[src/rtl/qwt_ram.sv]
`timescale 1ns / 1ps
`default_nettype none

module qwt_ram #(
    parameter int WIDTH = 8,
    parameter int DEPTH = 16
) (
    input  logic                     clk,
    input  logic                     we,
    input  logic [$clog2(DEPTH)-1:0] waddr,
    input  logic [WIDTH-1:0]         wdata,
    input  logic                     re,
    input  logic [$clog2(DEPTH)-1:0] raddr,
    output logic [WIDTH-1:0]         rdata
);

    logic [WIDTH-1:0] mem [DEPTH];

    // One write port and one registered read port.
    always_ff @(posedge clk)
    begin
        if (we)
        begin
            mem[waddr] <= wdata;
        end
        if (re)
        begin
            rdata <= mem[raddr];
        end
    end

endmodule

`default_nettype wire

[config.mk]
export PLATFORM = sky130hd
export DESIGN_NAME = qwt_ram
export DESIGN_NICKNAME = d
export VERILOG_FILES = /design/src/rtl/qwt_ram.sv
export SDC_FILE = /design/constraint.sdc
export NUM_CORES = 1
export LEC_CHECK = 0
export CORE_MARGIN = 5
export CORE_UTILIZATION = 30
export CTS_CLUSTER_SIZE = 30
export DETAILED_ROUTE_END_ITERATION = 16
export DONT_BUFFER_PORTS = 1
export GPL_TIMING_DRIVEN = 0
export PLACE_DENSITY = 0.53
export SLEW_MARGIN = 5
export SYNTH_ARGS = -nofsm -noshare
export SYNTH_HDL_FRONTEND = slang
export SYNTH_SLANG_ARGS = --single-unit
[constraint.sdc]
create_clock -name clk -period 5.8 [get_ports clk]
set_input_delay 1.16 -clock clk [delete_from_list [all_inputs] [get_ports clk]]
set_output_delay 1.16 -clock clk [all_outputs]
set_load 0.01 [all_outputs]
Word level (Yosys, flattened, before mapping)

Memories as Yosys holds them, arrays and structs flattened. A register that Yosys moved wholly into a read port is not among the register bits.
Cells that the tools add are included.
Widths: inputs -> output; s select.

Output and inout port bits: 8
Flip-flop bits (word level): 0
Memories kept: 1
Bits in writable memories: 128

Muxes and demuxes: 2

Memories:

| name | depth | bits a word | read ports | clocked after memory_dff | write ports | line | text |
|---|---|---|---|---|---|---|---|
| mem  | 16    | 8           | 1          | 1                        | 1           | 17   | `logic [WIDTH-1:0] mem [DEPTH];` |

Operators with widths:

| kind   | number |
|---|---|
| $mux 1 | 2 |

Logic depth before layout (Yosys ltp)

Gate-level depths: netlist of the first run.

Word-level depth: 2
Depth in mapped cells: 5
Gate-level depth less buffers: 3

Worst setup path after synthesis of the first run

No wires, ideal clock.

Kind: input -> register
From: input waddr[2]
To: memory mem[0][0] (enable)
Path buffers: 0
Path slack: 3,147 ps
Data required time: 5,417 ps
Arrival: 2,270 ps
Stages on the path: 2
Library setup time: 383 ps
Path through: or3b_2 -> nor3_1

RTL lines:

| item               | line | text |
|---|---|---|
| start: declaration | 10   | `input logic [$clog2(DEPTH)-1:0] waddr,` |
| end: declaration   | 17   |  |

Straight into the memory's write port.

==> out/qor.yml, run 1 <==
status:
  status: "complete, no violations"
final_layout:
  area_growth_pct: 17.7
  finish.instance_area_um2: 6150
  layout-drive-gt1-share_pct: 24.1
  mostFrequentLayoutCell: "edfxtp_1"
  layout.cells.most_common_list: "edfxtp_1, mux4_2, clkbuf_16, a22oi_1, mux4_1"
  layout.filler_cells: 1636
  final_net_count: 267
global_route:
  met2_usage_pct: 16.0
  groute.layer.met1.usage_pct: 15.0
  grt_max_degree: 17
  grt_pass1_wl_um: 15400
  grt.overflow.total: 0
  global_route.peak_usage_layer: "met2"
  grt.total_usage_pct: 11.0
  met3_usage_pct: 4.70
  number_of_antenna_violations_at_the_first_check_in_global_routing: 0
  via_count_of_the_first_global_routing_pass: 2393
die:
  core_area_um2: 17200
  std_cell_rows: 48
  die_area_um2: 20200
  die_height_um: 142
  ioPinCount: 27
  starting_utilization_of_the_core_area_pct: 30.4
  die_w_um: 142
sta:
  setup-violations-final: 0
  finalWorstPathRequiredPeriod_ps: 2410
  layout_worst_path_cycle_share_pct: 41.5
  slew_viol_final: 0
  report.final.hold_viol_count: 0
  tightest_slew_ps: 1260
  final.setup.tns_ps: 0
  max_clock_skew_ps: 6.67
  max_freq_mhz: 415
  rsz0062_at_grt: "false"
  timing.max_slew.rel_slack_pct: 15.5
placed_design:
  gp_routability_congestion: 0.747
  hpwl_um: 6750
  numPortBuffers: 0
  placed_cell_areas_um2: 5510
clock_tree:
  cts_hold_buffers: 0
  cts_htree_levels: 4
  cts-buffers-inserted: 17
  cts.clk_slew.worst_paths_ps: 60
  cts_resized: 0
  cts_max_path_buffers: 2
  postCtsSetupBuffers: 0
  clk_latency_ps: 410
  cts_tree: "done"
  clock-sinks: 136
  cts_root_buffer: "clkbuf_16"
pwr:
  power_leakage_uw: 0.00196
  irDropWorstVdd_uv: 203
  power_uw: 2320
  power.density_nw_per_um2: 377
job:
  maxCapViolations: 0
yosys:
  synth-seq-area-share_pct: 78.1
  synthesis.instances: 229
  mappedNetlistArea_um2: 5230
  syn-mean-instance-area_um2: 22.8
  syn-num-nets: 248
  postSynthRegisterBits: 136
  yosysWarnings: 0
  distinct_cell_type_count_of_the_synthesized_netlist: 18
drt:
  vias_per_cell: 4.73
  via_count: 2304
  detail_route.wirelength_um: 10400
  first_iter_violations: 197
  post_drt_wl_per_cell_um: 21.4
  remaining_drc_errors: 0
  ant_nets: 0
  drt_first_pass_iters: 4
hold_path:
  timing.hold.worst.class: "reg2reg"
  hold_path.startpoint: "mem[13][0]"
  min_to: "rdata[0]"
  min_path_cells: 3
worst_setup_path:
  worst_setup_path_end_kind: "flop"
  r2r_cells: 3
  critPathArrivalTime_ps: 2540
  worst_setup_path_start_kind: "primary input"
  reg2reg_setup_slack_ps: 4140
  crit_start: "raddr[0]"
  critPathMaxFanout: 10
  r2r-start: "mem[1][1]"
  worstReg2RegEnd: "rdata[1]"
  criticalPathCategory: "in2reg"
  required_ps: 5930
## routing by layer
metal | up-vias | wire length [um]
met5 | - | 0
li1 | 1024 | -
met2 | 77 | 4850
met1 | 1192 | 4740
met4 | 0 | 109
met3 | 11 | 721
## sequential cells by signal, summed over array words and instances (netlist names)
register,cells
mem,128
rdata,8
## worst max path at each step
| stage | cells past startpoint | slack (ps) | end |
|---|---|---|---|
| after global placement | 2 | 2650 | mem[0][2] |
| final | 5 | 3390 | rdata[1] |
| after floorplan | 2 | 3150 | mem[0][0] |
| after global routing | 2 | 3330 | mem[4][2] |
| after CTS | 2 | 3020 | mem[0][5] |
| after detailed placement | 2 | 2590 | mem[0][3] |
## through the flow
stage / setup WS [ps] / hold WS (ps) / cells / util, %
after floorplan: 3150 / 705 / 229 / -
after global placement: 2650 / 745 / 454 / 32.1
after detailed placement: 2590 / 743 / 454 / 32.1
after CTS: 3020 / 757 / 486 / 35.7
after global routing: 3330 / 784 / 486 / 35.8
final: 3390 / 761 / 487 / 35.8
## area by class of cell
| class | count | area [um^2] | share of cell area (%) |
|---|---|---|---|
| sequential | 136 | 4080 | 66.4 |
| multi-input combinational | 83 | 1070 | 17.4 |
| clock buffer | 17 | 425 | 6.91 |
| tap | 225 | 282 | 4.58 |
| clock inverter | 15 | 200 | 3.25 |
| buffer | 10 | 86.3 | 1.40 |
| antenna | 1 | 2.50 | 0.0407 |
## where the power goes
part,switching [uW],total (uW),internal [uW]
registers,7.49,1120,1110
logic,41.0,76.6,35.6
clock network,404,1130,721
total,453,2320,1860
## cells in the mapped netlist, drive strengths merged
library cell     n  area [um^2]
a22oi           16          120
nand3            1         5.00
mux4            32          773
nand2b           2         12.5
nor2b            1         6.26
nand2            9         33.8
and2             1         6.26
edfxtp         136         4080
buf              7         56.3
nor2            13         48.8
or3b             1         8.76
nor3             4         20.0
and2b            1         7.51
nand3b           2         15.0
clkdlybuf4s25    3         30.0
## critical path, stage by stage
cell	delay, ps
buf_6	110
buf_6	180
mux4_1	600
a22oi_1	340
nand2_1	160
## kinds of logic (layout without fill, tap and decap cells)
| family | Yosys count | in the layout | synth area share, % |
|---|---|---|---|
| buf+inv | 10 | 42 | 1.65 |
| simple gates | 35 | 35 | 3.14 |
| mux | 32 | 32 | 14.8 |
| flops | 136 | 136 | 78.1 |
| compound gates | 16 | 16 | 2.30 |
| other cells | 0 | 1 | 0 |
No activity file was read; power rests on OpenSTA's default activity.
==> inputs of run 2 (changes only) <==
--- a/config.mk
+++ b/config.mk
@@ -11,7 +11,7 @@
 export DETAILED_ROUTE_END_ITERATION = 16
 export DONT_BUFFER_PORTS = 1
 export GPL_TIMING_DRIVEN = 0
-export PLACE_DENSITY = 0.53
+export PLACE_DENSITY = 0.54
 export SLEW_MARGIN = 5
 export SYNTH_ARGS = -nofsm -noshare
 export SYNTH_HDL_FRONTEND = slang
==> constraint.sdc (replaced) <==
create_clock -name clk -period 2 [get_ports clk]
set_input_delay 0.4 -clock clk [delete_from_list [all_inputs] [get_ports clk]]
set_output_delay 0.4 -clock clk [all_outputs]
set_load 0.01 [all_outputs]
==> run 2 against run 1 <==
Net effect: first-iteration DRC count fell by 3.6%; final area fell by 0.55%; via count fell by 0.39%; sequential cell count did not move; clock power rose to 2.8 times the previous value; die area did not move; sequential power rose to 2.9 times the previous value; largest power group is now sequential cells; count of clock-buffer cells in the layout rose by 2; non-clock buffer count did not move; wire length fell by 0.41%.
==> out/qor.yml, run 2 (synthesis results as in run 1) <==
worst_setup_path:
  critical_path.max_stage_delay_ps: 540
  path_delay_family: "multiplexers"
  required_ps: 2130
  worst-path-stages: 3
  crit_start: "mem[1][0]"
  criticalPathCategory: "reg2reg"
  critPathBufInv: 0
  r2r_cells: 3
  critPathMaxFanout: 1
  crit_slowest_cell: "mux4_1"
  worst_setup_path_end_kind: "flop"
  critPathArrivalTime_ps: 1790
  r2r-start: "mem[1][0]"
  worst_setup_path_start_kind: "flop"
  path_cells: "mux4_1 > a22oi_1 > nand2_1"
placed_design:
  numPortBuffers: 0
  hpwl_um: 6750
  dp_slack_ps: -392
  gp_routability_congestion: 0.747
  placed_cell_areas_um2: 5520
global_route:
  grt.total_usage_pct: 10.9
  grt_pass1_wl_um: 15500
  number_of_antenna_violations_at_the_first_check_in_global_routing: 0
  grt_max_degree: 17
  grt.overflow.total: 0
  via_count_of_the_first_global_routing_pass: 2448
  met2_usage_pct: 16.7
  met3_usage_pct: 3.33
  groute.layer.met1.usage_pct: 15.0
  global_route.peak_usage_layer: "met2"
drt:
  via_count: 2295
  detail_route.wirelength_um: 10400
  drt_first_pass_iters: 5
  first_iter_violations: 190
  vias_per_cell: 4.74
  remaining_drc_errors: 0
  ant_nets: 0
  post_drt_wl_per_cell_um: 21.4
pwr:
  clockPowerShare_pct: 47.5
  p_int_uw: 5370
  power.density_nw_per_um2: 1080
  power.combinational.fraction_pct: 3.4
  p_sw_uw: 1220
  irDropWorstVdd_uv: 877
  switching_share_of_total_power_pct: 18.5
  power_leakage_uw: 0.00194
  pwr-share-seq_pct: 49.1
clock_tree:
  postCtsSetupBuffers: 0
  cts.clk_slew.worst_paths_ps: 60
  clk_latency_ps: 400
  cts-buffers-inserted: 17
  cts_root_buffer: "clkbuf_16"
  clock-sinks: 136
  cts_htree_levels: 4
  cts_tree: "done"
  cts_hold_buffers: 0
  cts_max_path_buffers: 2
  cts_resized: 0
sta:
  worst_hold_slack_ps: 87.8
  setup-violations-final: 0
  final.setup.tns_ps: 0
  max_freq_mhz: 603
  tightest_slew_ps: 877
  finalWorstPathRequiredPeriod_ps: 1660
  rsz0062_at_grt: "false"
  timing.max_slew.rel_slack_pct: 41.3
  slew_viol_final: 0
  report.final.hold_viol_count: 0
  layout_worst_path_cycle_share_pct: 82.9
  finalWorstSetupSlack_ps: 342
  max_clock_skew_ps: 5.57
final_layout:
  largest_register_ff_count: 128
  mostFrequentLayoutCell: "edfxtp_1"
  largest_register: "mem"
  antennaDiodeCount: 0
  layout-drive-gt1-share_pct: 22.0
  layout.cells.most_common_list: "edfxtp_1, mux4_2, clkbuf_16, a22oi_1, mux4_1"
  multi_input_comb_area_um2: 1080
  finish.instance_area_um2: 6120
  seq_area_um2: 4080
  area_growth_pct: 17.0
  final_core_utilization_pct: 35.6
  layout.filler_cells: 1605
  top_regs: "mem x128, rdata x8"
  final_net_count: 267
die:
  core_area_um2: 17200
  std_cell_rows: 48
  starting_utilization_of_the_core_area_pct: 30.4
  ioPinCount: 27
  die_w_um: 142
  die_area_um2: 20200
  die_height_um: 142
job:
  maxCapViolations: 0
hold_path:
  timing.hold.worst.class: "in2reg"
  hold_path.startpoint: "wdata[2]"
  min_path_cells: 0
status:
  status: "complete, no violations"
run 2: changes by cell type in the layout (fill, tap and decap cells not counted), moves of 2 or more:
cell	delta
inv_6	-3
clkbuf_1	+2
clkinv_1	+3
clkinvlp_4	-2
run 2: cell type report:
class / instances / share of cell area [%]
sequential: 136 / 66.7
buffer: 10 / 1.41
clock inverter: 11 / 2.56
clock buffer: 19 / 7.08
multi-input combinational: 83 / 17.6
tap: 225 / 4.60
run 2: power by group through the flow:
| stage | logic [uW] | registers [uW] | clock network, uW |
|---|---|---|---|
| 3_5_place_dp | 225 | 3300 | 0 |
| 3_3_place_gp | 225 | 3290 | 0 |
| 2_1_floorplan | 162 | 3290 | 0 |
| 5_1_grt | 238 | 3240 | 3330 |
| 4_1_cts | 226 | 3240 | 3190 |
| 6_report | 221 | 3240 | 3130 |
run 2: final timing paths:
check                to  slack [ps]
max            rdata[0]         340
min          mem[15][2]          90
max reg2reg    rdata[0]         340
min reg2reg    rdata[3]         770
run 2: per-stage QoR:
step / std cells / total power (uW)
after floorplan: 229 / 3450
after global placement: 454 / 3520
after detailed placement: 454 / 3520
after CTS: 484 / 6650
after global routing: 484 / 6810
final: 484 / 6590
run 2: worst register-to-register path, stage by stage (launching register included):
cell and delay [ps]:
edfxtp_1 360, mux4_1 540, a22oi_1 330, nand2_1 150
run 2: per-layer routing:
layer / up-vias / part of all wire, %
met1: 1203 / 45
met5: - / 0
met4: 0 / 1.2
met2: 67 / 48
met3: 11 / 6.2
li1: 1014 / -
