**src/rtl/qwt_pkg.sv**
```systemverilog
`timescale 1ns / 1ps
`default_nettype none

package qwt_pkg;

    // Sizes of the waypoint store and of the result values.
    localparam int MAX_WAYPOINTS = 16;
    localparam int WP_AW         = $clog2(MAX_WAYPOINTS);
    localparam int VALUE_WIDTH   = 32;
    localparam int HEAD_W        = 20;

    // Depth of the queue between the front and the back.
    localparam int QUEUE_DEPTH = 2;
    localparam int QUEUE_AW    = $clog2(QUEUE_DEPTH);

    // Fixed-point constants: normalized time is Q1.24, angles are Q16.16.
    localparam logic [24:0] ONE_Q24    = 25'd16777216;
    localparam int          PI_Q16     = 205887;
    localparam int          TWO_PI_Q16 = 411774;

    // Operand and result widths of the shared multiplier.
    localparam int MUL_AW = 48;
    localparam int MUL_BW = 32;
    localparam int RES_W  = 60;

    // Command codes on the input channel.
    localparam logic [1:0] CMD_LOAD    = 2'd0;
    localparam logic [1:0] CMD_TICK    = 2'd1;
    localparam logic [1:0] CMD_RESTART = 2'd2;

    typedef enum logic [1:0] {
        OP_LOAD,
        OP_TICK,
        OP_RESTART
    } qwt_op_t;

    typedef enum logic [1:0] {
        SH_0,
        SH_16,
        SH_24
    } qwt_shift_t;

    typedef struct packed {
        logic [1:0]         command;
        logic [3:0]         waypoint_index;
        logic signed [31:0] waypoint_x;
        logic signed [31:0] waypoint_y;
        logic signed [31:0] waypoint_z;
        logic signed [19:0] waypoint_heading;
    } qwt_in_t;

    typedef struct packed {
        logic signed [31:0] position_x;
        logic signed [31:0] position_y;
        logic signed [31:0] position_z;
        logic signed [31:0] velocity_x;
        logic signed [31:0] velocity_y;
        logic signed [31:0] velocity_z;
        logic signed [31:0] accel_x;
        logic signed [31:0] accel_y;
        logic signed [31:0] accel_z;
        logic signed [31:0] heading;
        logic               finished;
    } qwt_out_t;

    // One stored waypoint.
    typedef struct packed {
        logic signed [31:0]       x;
        logic signed [31:0]       y;
        logic signed [31:0]       z;
        logic signed [HEAD_W-1:0] h;
    } qwt_wp_t;

    // A classified item in the queue.
    typedef struct packed {
        qwt_op_t          op;
        logic [WP_AW-1:0] slot;
        qwt_wp_t          wp;
    } qwt_item_t;

    typedef struct packed {
        logic [15:0] ticks_per_segment;
        logic [24:0] tick_fraction;
        logic [24:0] inverse_segment_time;
        logic [4:0]  waypoint_count;
    } qwt_cfg_t;

    typedef struct packed {
        logic              start;
        logic [MUL_AW-1:0] a_mag;
        logic [MUL_BW-1:0] b_mag;
        logic              neg;
        qwt_shift_t        shift;
    } qwt_mul_req_t;

    typedef struct packed {
        logic                    done;
        logic signed [RES_W-1:0] result;
    } qwt_mul_rsp_t;

endpackage

`default_nettype wire

```
**src/rtl/qwt_mul.sv**
```systemverilog
`timescale 1ns / 1ps
`default_nettype none

module qwt_mul (
    input  logic                  clk,
    input  logic                  rst_n,
    input  qwt_pkg::qwt_mul_req_t req,
    output qwt_pkg::qwt_mul_rsp_t rsp
);

    import qwt_pkg::*;

    logic                    busy_reg, busy_next;
    logic                    done_reg, done_next;
    logic [23:0]             a_hi_reg;
    logic [MUL_BW-1:0]       b_reg;
    logic                    neg_reg;
    qwt_shift_t              sh_reg;
    logic [MUL_AW+MUL_BW-1:0] acc_reg, acc_next;
    logic [23:0]             mul_a;
    logic [MUL_BW-1:0]       mul_b;
    logic [55:0]             pp;
    logic [MUL_AW+MUL_BW-1:0] sh_mag;
    logic [RES_W-1:0]        m60;

    // One 24 x 32 multiplier takes the low half of A, then the high half.
    assign mul_a = busy_reg ? a_hi_reg : req.a_mag[23:0];
    assign mul_b = busy_reg ? b_reg : req.b_mag;
    assign pp    = mul_a * mul_b;

    always_comb
    begin
        busy_next = 1'b0;
        done_next = 1'b0;
        acc_next  = acc_reg;
        if (busy_reg)
        begin
            acc_next  = acc_reg + {pp, 24'b0};
            done_next = 1'b1;
        end
        else if (req.start)
        begin
            acc_next  = (MUL_AW+MUL_BW)'(pp);
            busy_next = 1'b1;
        end
    end

    always_ff @(posedge clk or negedge rst_n)
    begin
        if (!rst_n)
        begin
            busy_reg <= 1'b0;
            done_reg <= 1'b0;
        end
        else
        begin
            busy_reg <= busy_next;
            done_reg <= done_next;
        end
    end

    always_ff @(posedge clk)
    begin
        acc_reg <= acc_next;
        if (req.start && !busy_reg)
        begin
            a_hi_reg <= req.a_mag[MUL_AW-1:24];
            b_reg    <= req.b_mag;
            neg_reg  <= req.neg;
            sh_reg   <= req.shift;
        end
    end

    // Shift the magnitude down, then apply the sign: truncation toward zero.
    always_comb
    begin
        case (sh_reg)
            SH_0:    sh_mag = acc_reg;
            SH_16:   sh_mag = acc_reg >> 16;
            SH_24:   sh_mag = acc_reg >> 24;
            default: sh_mag = acc_reg;
        endcase
        m60 = RES_W'(sh_mag);
    end

    assign rsp.done   = done_reg;
    assign rsp.result = neg_reg ? -$signed(m60) : $signed(m60);

endmodule

`default_nettype wire

```
**config.mk**
```make
export PLATFORM = sky130hd
export DESIGN_NAME = qwt_mul
export DESIGN_NICKNAME = d
export VERILOG_FILES = /design/src/rtl/qwt_pkg.sv /design/src/rtl/qwt_mul.sv
export SDC_FILE = /design/constraint.sdc
export NUM_CORES = 2
export LEC_CHECK = 0
export BUFFER_PORTS_ARGS = -buffer_cell sky130_fd_sc_hd__buf_2
export CAP_MARGIN = 20
export CELL_PAD_IN_SITES_DETAIL_PLACEMENT = 1
export CELL_PAD_IN_SITES_GLOBAL_PLACEMENT = 1
export CORE_MARGIN = 2
export CORE_UTILIZATION = 30
export DETAILED_ROUTE_END_ITERATION = 10
export PLACE_DENSITY_LB_ADDON = 0.1
export SLEW_MARGIN = 20
export SYNTH_ARGS = -nofsm -noshare
export SYNTH_HDL_FRONTEND = slang
export SYNTH_SLANG_ARGS = --single-unit
export TNS_END_PERCENT = 20
```
**constraint.sdc**
```tcl
create_clock -name clk -period 30.7 [get_ports clk]
set_input_delay 4.605 -clock clk [delete_from_list [all_inputs] [get_ports clk]]
set_output_delay 4.605 -clock clk [all_outputs]
set_load 0.03 [all_outputs]
```
# Word-level counts from Yosys, hierarchy flattened

Cells that the tools add are included.

Register bits after elaboration: 141
Latch bits: 0
Bits in writable memories: 0
Memory bits (read-only): 0
Word-level logic and storage cells: 24
Memories: 0

Add/subtract/negate cells: 2
Multiply operators: 1
Div/mod/pow operators: 0
Magnitude comparators: 0
Eq/ne operators: 2
Shift-type cells: 0
Multiplexer cells: 9
Bitwise gates (word level): 0
Reduce and logical (&&, ||, !) cells: 3

Operator list:

| operator           | number |
|---|---|
| $mux 80            | 2 |
| $pmux 60 s2        | 1 |
| $add 80x80->80     | 1 |
| $mux 60            | 1 |
| $neg 60->60        | 1 |
| $mul 24x32->56     | 1 |
| $mux 32            | 1 |
| $mux 24            | 1 |
| $mux 1             | 3 |
| $eq 2x1->1 const B | 1 |
| $eq 2x2->1 const B | 1 |
| $reduce_bool 2->1  | 1 |
| $logic_and 1x1->1  | 1 |
| $logic_not 1->1    | 1 |

# Logic depth before layout (Yosys ltp)

Word-level depth: 4
Depth in mapped cells: 41
Depth with buffers taken out: 36

# Worst setup path before layout

OpenSTA, ideal clock, no wires.

Path type: input to register
Start point: input port req[35] (netlist bit)
End point: register acc_reg[79] (data pin)
Arrival time: 13.181 ns
Required time: 30.445 ns
Path slack: 17.264 ns
Stages on the path: 35
Path through: mux2i_1 > clkbuf_1 > nor2_1 > fa_1 > fa_1 > inv_1 > fa_1 > inv_1 > fa_1 > inv_1 > fa_1 > inv_1 > fa_1 > inv_1 > fa_1 > inv_1 > ha_1 > a21oi_1 > nor2_1 > a211oi_1 > o21ai_0 > a21boi_0 > o21ai_0 > a21o_1 > xor2_1 > ha_1 > clkbuf_1 > nand4_1 > nor4_1 > o21ai_0 > a2111oi_0 > o31ai_1 > o21ba_2 > xnor3_1 > and2_1

Longest elaborated chain between the ends: 4

Ends and longest elaborated chain:

| element                | RTL line      | RTL |
|---|---|---|
| start: declaration     | qwt_mul.sv:7  | `input qwt_pkg::qwt_mul_req_t req,` |
| $mux 24                | qwt_mul.sv:27 | `assign mul_a = busy_reg ? a_hi_reg : req.a_mag[23:0];` |
| $mul 24x32->56         | qwt_mul.sv:29 | `assign pp = mul_a * mul_b;` |
| $add 80x80->80         | qwt_mul.sv:38 | `acc_next = acc_reg + {pp, 24'b0};` |
| $mux 80                | qwt_mul.sv:36 | `if (busy_reg)` |
| end signal: assignment | qwt_mul.sv:64 | `acc_reg <= acc_next;` |
| end: declaration       | qwt_mul.sv:19 | `logic [MUL_AW+MUL_BW-1:0] acc_reg, acc_next;` |

No other way between the ends.
A chain may end at the register's enable or synchronous reset.

# Final worst setup path

Start point: input port req[39] (netlist bit)
End point: register acc_reg[79] (data pin)

The elaborated chain is that of the path after synthesis.

==> results.ini <==
[timing]
setup_violations = 0
tightest_slew_ns = 1.18
slew_viol_final = 0
final-hold-violation-count = 0
whs_ns = 0.846
setup_tns_ns = 0
period_needed_ns = 14.44
timing.fmax_mhz = 69.2
rsz0062_at_grt = no
slew_headroom_pct = 19.3
fin_worst_skew_ns = 0.0203
fin_crit_sh_pct = 47.1

[route]
via_per_inst = 5.03
vias = 28800
firstDrtPassIters = 5
drt_iter0_drc = 1694
wl_per_cell_um = 24.4
wl_um = 140000
drc = 0
antenna_left = 0

[grt]
antenna_found_initial = 3
gr-total-overflow = 0
met2_usage_pct = 39.1
top_usage_layer = met2
grt_pass1_vias = 31300
gr-usage-met3_pct = 2.23
grt_usage_pct = 23.2
grt_max_degree = 98
grt_pass1_wl_um = 207000
grt_use_met1_pct = 31.8

[hold_path]
hold_end = acc_reg[24]
hp-start = acc_reg[24]
min_path_cells = 3
min_path_type = register to register

[logic_synthesis]
ys.warnings.count = 0
synthFlopType = edfxtp_1
synth_edf_count = 139
syn_area_sq_um = 35900
yosys.area.top_type = fa_1
syn_inst = 4090
avgSynthCellArea_sq_um = 8.78
yosysSeqAreaShare_pct = 11.8
synth_top_area_share_pct = 36.8
synthTopCellsByArea = fa_1 37%, edfxtp_1 12%, ha_1 8.5%
synth_cell_types = 80
ys_async_sr_fraction_pct = 1.42
synth_nets = 5079
synth-seq-cells = 141

[final_layout]
largest_reg_flops = 80
syn2layout_area_growth_pct = 8.47
drive_above_1_share_pct = 8.98
final_area_sq_um = 38900
fin_nets = 5095
nFillCells = 13900

[setup_path]
r2r_cells = 36
r2r-end = acc_reg[79]
critical_path.startpoint_type = input pin
cp_max_fo = 32
crit_top_cell = fa_1
endpoint_kind = register
rrSetupSlack_ns = 18.01
cp.arrival_ns = 14.75
r2r-start = busy_reg
crit_slowest_cell = mux2_2
crit_required_ns = 31.00
path_class = input pin to register
slowest_delay_ns = 0.74

[place]
place_area_sq_um = 38400
hpwl_um = 113000
io_buffers = 146
gp_congestion = 0.856

[floorplanning]
io_pins = 147
start_util_pct = 30.3
dieArea_sq_um = 122000
die_h_um = 350
rows = 126
fp.dieW_um = 350
core_sq_um = 118000

[clock_tree]
numCtsBuffers = 17
clkTransAtPathRegs_ns = 0.07
cts_num_sinks = 141
cts_hold_repair.buffers = 0
cts_tree = yes
clock_latency_ns = 0.55
post-cts-setup-buffers = 0
htreeDepth = 4
post_cts_resize_count = 0
root_buffer = clkbuf_16
clock_path_buffers = 2

[flow_run]
drv_cap = 0

[status]
status = finished, final reports clean

==> per-stage QoR <==
step                std cells  setup WS (ns)  utilization [%]
floorplan                4090          17.26                -
global placement         5687          15.70             32.4
detailed placement       5687          15.74             32.4
CTS                      5719          16.34             32.9
global route             5720          15.75             32.9
finish                   5720          16.26             32.9
==> cell usage after synthesis, types with 4 or more instances <==
| library cell | number |
|---|---|
| a31oi_1 | 18 |
| nand3_1 | 50 |
| nor2_1 | 425 |
| and3_1 | 14 |
| and2_1 | 39 |
| or2_2 | 11 |
| nor2b_1 | 18 |
| o22ai_1 | 6 |
| a221oi_1 | 13 |
| nand2b_1 | 23 |
| a21oi_1 | 118 |
| nor4_1 | 7 |
| buf_6 | 11 |
| o21bai_1 | 25 |
| mux2_2 | 68 |
| a22oi_1 | 28 |
| xnor2_1 | 83 |
| nand4_1 | 33 |
| clkbuf_1 | 175 |
| a21o_1 | 66 |
| a41oi_1 | 5 |
| mux2i_1 | 61 |
| a221o_1 | 27 |
| a211oi_1 | 23 |
| o211ai_1 | 18 |
| o41ai_1 | 6 |
| ha_1 | 244 |
| xor2_1 | 65 |
| o21ai_1 | 6 |
| fa_1 | 659 |
| nand2_1 | 580 |
| o31ai_1 | 10 |
| or3_1 | 7 |
| o41ai_2 | 4 |
| o21ai_0 | 142 |
| buf_1 | 16 |
| edfxtp_1 | 139 |
| buf_2 | 5 |
| inv_1 | 750 |
| nor3_1 | 15 |
| o21a_1 | 12 |
| a2111oi_0 | 4 |
==> cell type report <==
| cell class | count | area (sq um) | area share [%] |
|---|---|---|---|
| antenna | 1 | 2.50 | 0.00643 |
| multi-input combinational | 2990 | 28100 | 72.3 |
| inverter | 750 | 2820 | 7.23 |
| clock buffer | 17 | 425 | 1.09 |
| tap | 1600 | 2000 | 5.14 |
| clock inverter | 15 | 146 | 0.376 |
| timing repair buffer | 206 | 1180 | 3.03 |
| sequential | 141 | 4230 | 10.9 |
==> worst max-delay path: cells and delay by family <==
kind / cells / cell delay, ns
buffers and inverters: 6 / 0.34
AOI/OAI and AO/OA: 12 / 2.99
muxes: 2 / 1.16
xor gates and xnor gates: 1 / 0.19
adders and majority gates: 9 / 4.49
and+or+nand+nor: 5 / 0.89
==> routing by layer <==
layer / wire [um] / up-vias
li1: - / 13000
met1: 64100 / 15100
met2: 67400 / 565
met3: 4860 / 123
met4: 3270 / 0
met5: 0 / -
==> logic make-up (layout without fill, tap and decap cells) <==
logic type | count (synthesis) | after routing | synth area share (%)
compound gates | 569 | 569 | 10.6
xor+xnor | 149 | 149 | 3.67
fa+ha+maj | 903 | 903 | 45.3
buf+inv | 959 | 988 | 10.3
flops | 141 | 141 | 11.8
mux | 129 | 129 | 3.83
other cells | 0 | 1 | 0
simple gates | 1240 | 1240 | 14.5
==> cell usage in the layout (no fill, tap or decap), drive strengths merged, types with 10 or more instances in the layout <==
cell	netlist	routed
a211oi	23	23
a21o	66	66
a21oi	118	118
a221o	27	27
a221oi	15	15
a22oi	28	28
a31oi	18	18
and2	39	39
and3	14	14
buf	34	206
clkbuf	175	17
edfxtp	139	139
fa	659	659
ha	244	244
inv	750	760
mux2	68	68
mux2i	61	61
nand2	580	580
nand2b	23	23
nand3	50	50
nand4	34	34
nor2	425	425
nor2b	18	18
nor3	16	16
o211ai	18	18
o21a	12	12
o21ai	148	148
o21bai	25	25
o31ai	13	13
o41ai	10	10
or2	14	14
xnor2	83	83
xor2	65	65
==> worst max-delay path by stage <==
stage,depth (start not counted),slack [ns],start,to
floorplan,35,17.26,req[35],acc_reg[79]
global placement,35,15.70,req[39],acc_reg[79]
detailed placement,35,15.74,req[39],acc_reg[79]
CTS,35,16.34,req[39],acc_reg[79]
global route,36,15.75,req[39],acc_reg[79]
finish,35,16.26,req[39],acc_reg[79]
Power is left out: the tool's default activity adds up to more than one toggle a clock period on the data nets, which glitch-free logic cannot reach.
