**config.mk**
```make
export PLATFORM = sky130hd
export DESIGN_NAME = qwt_front
export DESIGN_NICKNAME = d
export VERILOG_FILES = /design/src/rtl/qwt_pkg.sv /design/src/rtl/qwt_front.sv
export SDC_FILE = /design/constraint.sdc
export NUM_CORES = 1
export LEC_CHECK = 0
export ABC_AREA = 1
export BUFFER_PORTS_ARGS = -buffer_cell sky130_fd_sc_hd__buf_2
export CAP_MARGIN = 10
export CORE_AREA = 2 2 192 147
export CTS_CLUSTER_DIAMETER = 30
export DETAILED_ROUTE_END_ITERATION = 8
export DIE_AREA = 0 0 194 149
export HOLD_SLACK_MARGIN = 0.12
export PLACE_DENSITY = 0.53
export REMOVE_ABC_BUFFERS = 1
export SYNTH_ARGS = -nofsm -noshare
export SYNTH_HDL_FRONTEND = slang
export SYNTH_SLANG_ARGS = --single-unit
```
**constraint.sdc**
```tcl
create_clock -name clk -period 8.3 [get_ports clk]
set_clock_uncertainty 0.1 [all_clocks]
set_input_delay 0.415 -clock clk [delete_from_list [all_inputs] [get_ports clk]]
set_output_delay 0.415 -clock clk [all_outputs]
set_load 0.005 [all_outputs]
```
**src/rtl/qwt_pkg.sv**
```systemverilog
`timescale 1ns / 1ps
`default_nettype none

package qwt_pkg;

    // Sizes of the waypoint store and of the result values.
    localparam int MAX_WAYPOINTS = 16;
    localparam int WP_AW         = $clog2(MAX_WAYPOINTS);
    localparam int VALUE_WIDTH   = 32;
    localparam int HEAD_W        = 20;

    // Depth of the queue between the front and the back.
    localparam int QUEUE_DEPTH = 2;
    localparam int QUEUE_AW    = $clog2(QUEUE_DEPTH);

    // Fixed-point constants: normalized time is Q1.24, angles are Q16.16.
    localparam logic [24:0] ONE_Q24    = 25'd16777216;
    localparam int          PI_Q16     = 205887;
    localparam int          TWO_PI_Q16 = 411774;

    // Operand and result widths of the shared multiplier.
    localparam int MUL_AW = 48;
    localparam int MUL_BW = 32;
    localparam int RES_W  = 60;

    // Command codes on the input channel.
    localparam logic [1:0] CMD_LOAD    = 2'd0;
    localparam logic [1:0] CMD_TICK    = 2'd1;
    localparam logic [1:0] CMD_RESTART = 2'd2;

    typedef enum logic [1:0] {
        OP_LOAD,
        OP_TICK,
        OP_RESTART
    } qwt_op_t;

    typedef enum logic [1:0] {
        SH_0,
        SH_16,
        SH_24
    } qwt_shift_t;

    typedef struct packed {
        logic [1:0]         command;
        logic [3:0]         waypoint_index;
        logic signed [31:0] waypoint_x;
        logic signed [31:0] waypoint_y;
        logic signed [31:0] waypoint_z;
        logic signed [19:0] waypoint_heading;
    } qwt_in_t;

    typedef struct packed {
        logic signed [31:0] position_x;
        logic signed [31:0] position_y;
        logic signed [31:0] position_z;
        logic signed [31:0] velocity_x;
        logic signed [31:0] velocity_y;
        logic signed [31:0] velocity_z;
        logic signed [31:0] accel_x;
        logic signed [31:0] accel_y;
        logic signed [31:0] accel_z;
        logic signed [31:0] heading;
        logic               finished;
    } qwt_out_t;

    // One stored waypoint.
    typedef struct packed {
        logic signed [31:0]       x;
        logic signed [31:0]       y;
        logic signed [31:0]       z;
        logic signed [HEAD_W-1:0] h;
    } qwt_wp_t;

    // A classified item in the queue.
    typedef struct packed {
        qwt_op_t          op;
        logic [WP_AW-1:0] slot;
        qwt_wp_t          wp;
    } qwt_item_t;

    typedef struct packed {
        logic [15:0] ticks_per_segment;
        logic [24:0] tick_fraction;
        logic [24:0] inverse_segment_time;
        logic [4:0]  waypoint_count;
    } qwt_cfg_t;

    typedef struct packed {
        logic              start;
        logic [MUL_AW-1:0] a_mag;
        logic [MUL_BW-1:0] b_mag;
        logic              neg;
        qwt_shift_t        shift;
    } qwt_mul_req_t;

    typedef struct packed {
        logic                    done;
        logic signed [RES_W-1:0] result;
    } qwt_mul_rsp_t;

endpackage

`default_nettype wire

```
**src/rtl/qwt_front.sv**
```systemverilog
`timescale 1ns / 1ps
`default_nettype none

module qwt_front (
    input  logic               clk,
    input  logic               rst_n,
    input  logic               cmd_valid,
    output logic               cmd_stall,
    input  qwt_pkg::qwt_in_t   cmd_data,
    output logic               q_valid,
    output qwt_pkg::qwt_item_t q_item,
    input  logic               q_pop
);

    import qwt_pkg::*;

    qwt_item_t            q_mem_reg [QUEUE_DEPTH];
    logic [QUEUE_AW-1:0]  wr_ptr_reg, wr_ptr_next;
    logic [QUEUE_AW-1:0]  rd_ptr_reg, rd_ptr_next;
    logic [QUEUE_AW:0]    count_reg, count_next;
    logic                 accept;
    logic                 push;
    qwt_item_t            item;

    // Classify the incoming command; the unused code is dropped.
    always_comb
    begin
        item.slot = cmd_data.waypoint_index;
        item.wp.x = cmd_data.waypoint_x;
        item.wp.y = cmd_data.waypoint_y;
        item.wp.z = cmd_data.waypoint_z;
        item.wp.h = cmd_data.waypoint_heading;
        case (cmd_data.command)
            CMD_LOAD:    item.op = OP_LOAD;
            CMD_TICK:    item.op = OP_TICK;
            CMD_RESTART: item.op = OP_RESTART;
            default:     item.op = OP_LOAD;
        endcase
    end

    assign cmd_stall = (count_reg == (QUEUE_AW+1)'(QUEUE_DEPTH));
    assign accept    = cmd_valid && !cmd_stall;
    assign push      = accept && (cmd_data.command == CMD_LOAD ||
                                  cmd_data.command == CMD_TICK ||
                                  cmd_data.command == CMD_RESTART);
    assign q_valid   = (count_reg != '0);
    assign q_item    = q_mem_reg[rd_ptr_reg];

    // Queue pointers and fill count.
    always_comb
    begin
        wr_ptr_next = push ? QUEUE_AW'(wr_ptr_reg + 1'b1) : wr_ptr_reg;
        rd_ptr_next = q_pop ? QUEUE_AW'(rd_ptr_reg + 1'b1) : rd_ptr_reg;
        count_next  = count_reg;
        if (push && !q_pop)
        begin
            count_next = count_reg + 1'b1;
        end
        else if (!push && q_pop)
        begin
            count_next = count_reg - 1'b1;
        end
    end

    always_ff @(posedge clk or negedge rst_n)
    begin
        if (!rst_n)
        begin
            wr_ptr_reg <= '0;
            rd_ptr_reg <= '0;
            count_reg  <= '0;
        end
        else
        begin
            wr_ptr_reg <= wr_ptr_next;
            rd_ptr_reg <= rd_ptr_next;
            count_reg  <= count_next;
        end
    end

    // Queue storage.
    always_ff @(posedge clk)
    begin
        if (push)
        begin
            q_mem_reg[wr_ptr_reg] <= item;
        end
    end

endmodule

`default_nettype wire

```
# ---- Word level (Yosys, flattened, before mapping)
# Memory sizes are Yosys's and may differ from the RTL's.
# Cells that the tools add are included.
dict set report word_totals {
  regBits 4
  mem_bits_rw 244
  inputBits 126
  output_inout_bits 124
  wordCells 28
  n_memories 1
}
# name depth width read_ports rd_ports_with_merged_regs write_ports line_no
set memory_table {}
lappend memory_table {q_mem_reg 2 122 1 0 1 qwt_front.sv:17} ;# qwt_item_t q_mem_reg [QUEUE_DEPTH];
dict set report op_classes {
  addsub 4
  n_eq_ne 3
  mux 5
  n_reduce_logical 12
}
# cell n
set op_table {}
lappend op_table {{$eq 2x2->1 const B} 2}
lappend op_table {{$logic_and 1x1->1} 4}
lappend op_table {{$mux 2} 2}
lappend op_table {{$pmux 2 s2} 1}
lappend op_table {{$reduce_bool 2->1} 2}
lappend op_table {{$logic_not 1->1} 3}
lappend op_table {{$add 1x1->1 const B} 2}
lappend op_table {{$add 2x1->2 const B} 1}
lappend op_table {{$eq 2x1->1 const B} 1}
lappend op_table {{$logic_not 2->1} 1}
lappend op_table {{$logic_or 1x1->1} 2}
lappend op_table {{$mux 1} 2}
lappend op_table {{$sub 2x1->2 const B} 1}

# ---- Logic depth before layout (Yosys ltp)
# Gate-level depths: netlist of run 1.
dict set report depth {
  word_depth 8
  ltp_mapped 10
  depth_no_buf 10
}

# ---- Worst setup path after synthesis of run 1
# No wires, ideal clock.
dict set report synth_timing {
  kind {flip-flop to flip-flop}
  startpoint {reg count_reg[0]}
  endpoint {mem q_mem_reg[1][0] (netlist name), enable pin}
  setup_time_ns 0.605
  arrival_time_ns 5.694
  required_time_ns 7.595
  slack_ns 1.901
  path_stages_with_launch 5
  n_path_buf 0
  synth_period_minus_slack_ns 6.399
  cell_sequence {dfrtp_1 inv_1 nand2_1 nand3_1 nor2_1}
}
dict set report synth_between {
  elab_chain_len 6
}
# element line_no
set synth_rtl {}
lappend synth_rtl {{start: declaration} qwt_front.sv:20} ;# logic [QUEUE_AW:0] count_reg, count_next;
lappend synth_rtl {{start signal: assignment} qwt_front.sv:77} ;# count_reg <= count_next;
lappend synth_rtl {{$eq 2x2->1} qwt_front.sv:41} ;# assign cmd_stall = (count_reg == (QUEUE_AW+1)'(QUEUE_DEPTH));
lappend synth_rtl {{$logic_not 1->1} qwt_front.sv:42} ;# assign accept = cmd_valid && !cmd_stall;
lappend synth_rtl {{$logic_and 1x1->1} qwt_front.sv:42}
lappend synth_rtl {{$logic_and 1x1->1} qwt_front.sv:43} ;# assign push = accept && (cmd_data.command == CMD_LOAD ||
lappend synth_rtl {{$mux 1} qwt_front.sv:84} ;# if (push)
lappend synth_rtl {{$mux 1 (implied by the code)} qwt_front.sv:86} ;# q_mem_reg[wr_ptr_reg] <= item;
lappend synth_rtl {{end: declaration} qwt_front.sv:17}
# No other way between the ends.

==> impl_metrics.toml, run 1 <==
[run_status]
status = "completed"

[finish]
diodes = 0
utilization = 0.503
stdcell_count = 1221
syn_to_final_growth_pct = 47.3
drive_above_1_share = 0.529
design_area_sq_um = 13700
nets = 954
n_fill_cell = 2265
largest_reg_flops = 244

[sta]
relSlewSlack = 0.235
worst_slew_pin_slew_ns = 1.15
fin_crit_ns = 3.06
slew_viol_final = 0
setup_viol = 0
setup_total_negative_slack_ns = 0
finalCritPeriodShare = 0.369
fmax_mhz = 327
hold_viol_final = 0
rsz0062_at_grt = "false"

[drt]
vias = 5300
ant_nets = 0
wl_mm = 19.3
firstDrtPassIters = 4
dr.first_iter.drc_count = 171
wl_per_cell_um = 15.8
drc = 0
via_per_inst = 4.34

[synthesis]
synthSimpleGateAreaFrac = 0.00724
syn_area_per_cell_sq_um = 22.5
syn-cell-area_sq_um = 9330
ys.flop_type = "edfxtp_1"
synth.most_common_cell = "edfxtp_1"
synth_cell_types = 15
synth_xor_area_frac = 0.00188
synth_top_cell_by_area = "edfxtp_1"
synth_compound_area_frac = 0
yosys.area_share.adder = 0.00134
synth_top_family_by_area = "multiplexers"
ys_top_cells_by_area = "edfxtp_1 (79%), mux2_4 (11%), mux2_2 (6.3%)"
yosysTopAreaCellShare = 0.785
synth-seq-cells = 248
synth_common_cells = "edfxtp_1 (244), mux2_4 (70), mux2_2 (52)"
yosysSeqAreaShare = 0.796
synth_mux_area_frac = 0.175
synthArstFlopShare = 0.0161
synth_edf_count = 244
yosys_warnings = 0
synth_cells = 414

[pwr]
power.total_mw = 4.63
p_per_area_nw_per_um2 = 337
peakVddDrop_mv = 0.240
p_leak_nw = 5.44

[cts]
cts_buffer_depth = 3
cts.root.buffer_cell = "clkbuf_16"
clkLatencyLatePin_ns = 0.52
cts.sinks = 248
cts.clk_slew.worst_paths_ns = 0.05
h-tree-depth = 2
cts-buffers-inserted = 46
cts_tree = "done"
cts_resized = 0

[setup_path]
path_class = "flop to output pin"
r2r_cells = 6
worstPathArrival_ns = 2.55
crit_fanout = 59
endpoint = "q_item[5]"
worst-endpoint-required_ns = 7.79
r2r-start = "count_reg[0]"
startpoint_type = "flop"
startpoint = "rd_ptr_reg"
rrSetupSlack_ns = 5.37
cp-end-kind = "output pin"
r2r-end = "q_mem_reg[1][21]"

[floorplanning]
core_sq_um = 27300
std_cell_rows = 53
ios = 250
die_w_um = 194
die_h_um = 149
initial_utilization = 0.342
die_area_sq_um = 28900

[flow_run]
cap_violations = 0

[global_routing]
overflow = 0
grt.total_usage = 0.129
grt_max_degree = 83
first_global_vias = 5769
antenna_found_initial = 0
grt_pass1_wl_mm = 29.6

[worst_hold_path]
min_path_type = "input port to flop"

[placed_design]
dp.cells = 1011
hpwl_mm = 12.0
portBuffers = 249
finalWeightedCongestion = 0.750
place_area_sq_um = 10900
-- logic make-up (layout without fill, tap and decap cells) --
| kind of cell | count (synthesis) | after routing |
|---|---|---|
| xor+xnor | 2 | 2 |
| flops | 248 | 248 |
| mux | 122 | 122 |
| simple gates | 16 | 16 |
| fa+ha+maj | 1 | 1 |
| buf+inv | 25 | 475 |
-- cell usage in the layout, fill, tap and decap left out, types with 2 or more instances in the layout --
cell	instances
buf_2	249
clkbuf_16	47
inv_6	9
bufinv_16	4
clkinvlp_4	10
nand3_1	2
clkinv_2	2
buf_4	5
clkinv_4	5
nand2_1	9
dfrtp_1	3
dlygate4sd3_1	125
clkbuf_1	3
nor2_1	2
inv_1	10
clkinv_1	4
mux2_2	52
mux2_4	70
nand4_1	2
edfxtp_1	244
-- per-stage QoR --
step	hold slack, ns	worst slack [ns]
2_1_floorplan	0.0194	1.90
3_3_place_gp	0.122	5.35
3_5_place_dp	0.125	5.33
4_1_cts	0.151	5.17
5_1_grt	0.179	5.12
6_report	0.176	5.24
-- worst max-delay path, stage by stage (launching register included) --
cell and delay (ns):
dfrtp_4 0.58, buf_4 0.82, mux2_2 0.41, buf_2 0.14
-- worst min path at each step --
stage | slack, ns | from | depth (start not counted) | end
finish | 0.18 | cmd_valid | 3 | wr_ptr_reg
global route | 0.18 | cmd_valid | 3 | wr_ptr_reg
CTS | 0.15 | cmd_valid | 3 | wr_ptr_reg
detailed placement | 0.12 | rst_n | 1 | count_reg[0]
global placement | 0.12 | rst_n | 1 | count_reg[1]
floorplan | 0.02 | rst_n | 0 | count_reg[0]
-- what timing repair did --
item / CTS / global route
hold buffers: 125 / 0
hold endpoints to repair: 249 / 0
setup buffers: 0 / 0
-- layer usage --
metal / global-route usage / up-vias / wire length [um]
met3: 0.0482 / 36 / 1680
met1: 0.163 / 2572 / 8490
met5: 0 / - / 0
met2: 0.207 / 215 / 8820
met4: 0.0413 / 0 / 346
li1: - / 2477 / -
-- report_power, final --
group | switching (mW) | leakage, nW | internal [mW]
Sequential | 0.0667 | 2.30 | 1.64
Combinational | 0.515 | 2.42 | 0.591
Clock | 0.634 | 0.726 | 1.18
-- layout make-up --
cell class | instances | area, sq um | share of cell area
multi-input cells | 141 | 1740 | 0.127
clock inverters | 35 | 363 | 0.0264
flip-flops and latches | 248 | 7430 | 0.540
clock buffers | 50 | 1190 | 0.0864
inverters | 11 | 43.8 | 0.00319
repair buffers | 379 | 2530 | 0.184
well taps | 357 | 447 | 0.0325
Note: power is estimated with default switching activity, not from simulation.
==> inputs of run 2 (changes only) <==
- PLACE_DENSITY: 0.53 -> 0.56
- clock period: 8.3 -> 2.8 ns (I/O delays scaled with it)
==> run 2 against run 1 <==
Net effect: non-clock buffer count grew 4; largest cell class unchanged; critical endpoint is now q_item[116]; worst setup slack worse by 4.8 ns; clock power rose to 2.9 times the previous value; largest power group unchanged.
==> impl_metrics.toml, run 2 (synthesis results as in run 1) <==
[run_status]
status = "completed"

[setup_path]
crit_cells = 3
cp-end-kind = "output pin"
startpoint_type = "flop"
crit_fanout = 37
worst-endpoint-required_ns = 2.56
path_buf_inv = 2
cp_cell_sequence = "buf_12 > mux2_2 > buf_2"
critPathTopFamily = "flip-flops"
worstPathArrival_ns = 2.16
crit_path_top_delay_cell = "dfrtp_4"
r2r_cells = 5
critPathMaxStageDelay_ns = 0.77
path_class = "flop to output pin"

[global_routing]
grt.total_usage = 0.132
grt_max_degree = 85
grt_pass1_wl_mm = 30.0
antenna_found_initial = 0
first_global_vias = 5708
overflow = 0

[sta]
setup_viol = 0
finalCritPeriodShare = 0.857
rsz0062_at_grt = "false"
hold_viol_final = 0
fin_crit_ns = 2.40
slew_viol_final = 0
worst_slew_pin_slew_ns = 0.569
whs_ns = 0.239
fmax_mhz = 417
setup_total_negative_slack_ns = 0
relSlewSlack = 0.621

[drt]
wl_met2_mm = 9.04
ant_nets = 0
wl_per_cell_um = 16.1
wl_met3_mm = 1.58
via_per_inst = 4.34
vias = 5301
highest_layer = "met4"
dr.first_iter.drc_count = 255
firstDrtPassIters = 4
wl_mm = 19.6
wl_met1_mm = 8.61
drc = 0

[finish]
largest_reg_flops = 244
drive_above_1_share = 0.520
n_fill_cell = 2285
final_common_cell = "buf_2"
design_area_sq_um = 13800
mostFrequentLayoutCells = "buf_2 (249), edfxtp_1 (244), dlygate4sd3_1 (127)"
diodes = 0
nets = 956
syn_to_final_growth_pct = 47.6
utilization = 0.504

[worst_hold_path]
min_path_type = "input port to flop"
holdPathStages = 2

[cts]
cts_buffer_depth = 3
cts.clk_slew.worst_paths_ns = 0.05
cts_tree = "done"
clkLatencyLatePin_ns = 0.52
h-tree-depth = 2
cts.sinks = 248
cts.root.buffer_cell = "clkbuf_16"
cts-buffers-inserted = 44
cts_resized = 0

[placed_design]
hpwl_mm = 12.1
portBuffers = 249
finalWeightedCongestion = 0.693
place_area_sq_um = 11000

[flow_run]
cap_violations = 0

[floorplanning]
die_w_um = 194
die_h_um = 149
ios = 250
initial_utilization = 0.342
core_sq_um = 27300
die_area_sq_um = 28900
std_cell_rows = 53

[pwr]
p_per_area_nw_per_um2 = 990
p_leak_nw = 5.48
power.total_mw = 13.6
peakVddDrop_mv = 0.501
## run 2: report_power, final
group | total, mW | switching [mW] | internal [mW]
clock network | 5.22 | 1.76 | 3.45
registers | 5.12 | 0.260 | 4.86
logic | 3.30 | 1.48 | 1.82
## run 2: area by class of cell
cell class | count | area [sq um] | share of cell area
clock buffers | 48 | 1120 | 0.0810
clock inverters | 33 | 368 | 0.0267
inverters | 11 | 43.8 | 0.00318
multi-input cells | 141 | 1740 | 0.126
flip-flops and latches | 248 | 7430 | 0.539
well taps | 357 | 447 | 0.0324
repair buffers | 383 | 2630 | 0.191
## run 2: routing by layer
layer  vias up  GRT usage
met5         -          0
li1       2469          -
met4         0     0.0462
met2       211      0.212
met1      2578      0.166
met3        43     0.0468
## run 2: what timing repair did
| action | CTS | global route |
|---|---|---|
| hold buffers | 127 | 0 |
| hold endpoints to repair | 252 | 0 |
| setup buffers | 0 | 0 |
## run 2: per-stage QoR
step | worst slack (ns) | std cells
finish | 0.401 | 1221
global route | 0.284 | 1221
CTS | 0.330 | 1221
detailed placement | 0.900 | 1013
global placement | 0.930 | 1013
floorplan | -3.60 | 400
## run 2: path summary, 6_finish.rpt
kind	from	slack, ns	to
min in group asynchronous	rst_n	0.48	rd_ptr_reg
max in group asynchronous	rst_n	1.90	rd_ptr_reg
worst max-delay path	rd_ptr_reg	0.40	q_item[116]
worst min-delay path	cmd_data[66]	0.24	q_mem_reg[1][66]
worst max register to register	count_reg[0]	0.93	q_mem_reg[1][0]
worst min register to register	wr_ptr_reg	0.38	wr_ptr_reg
## run 2: worst register-to-register path, cell delays in order, from the launching register on
cell     delay (ns)
dfrtp_1        0.39
inv_1          0.09
nand2_1        0.12
nand3_1        0.17
nor2_4         0.15
buf_4          0.44
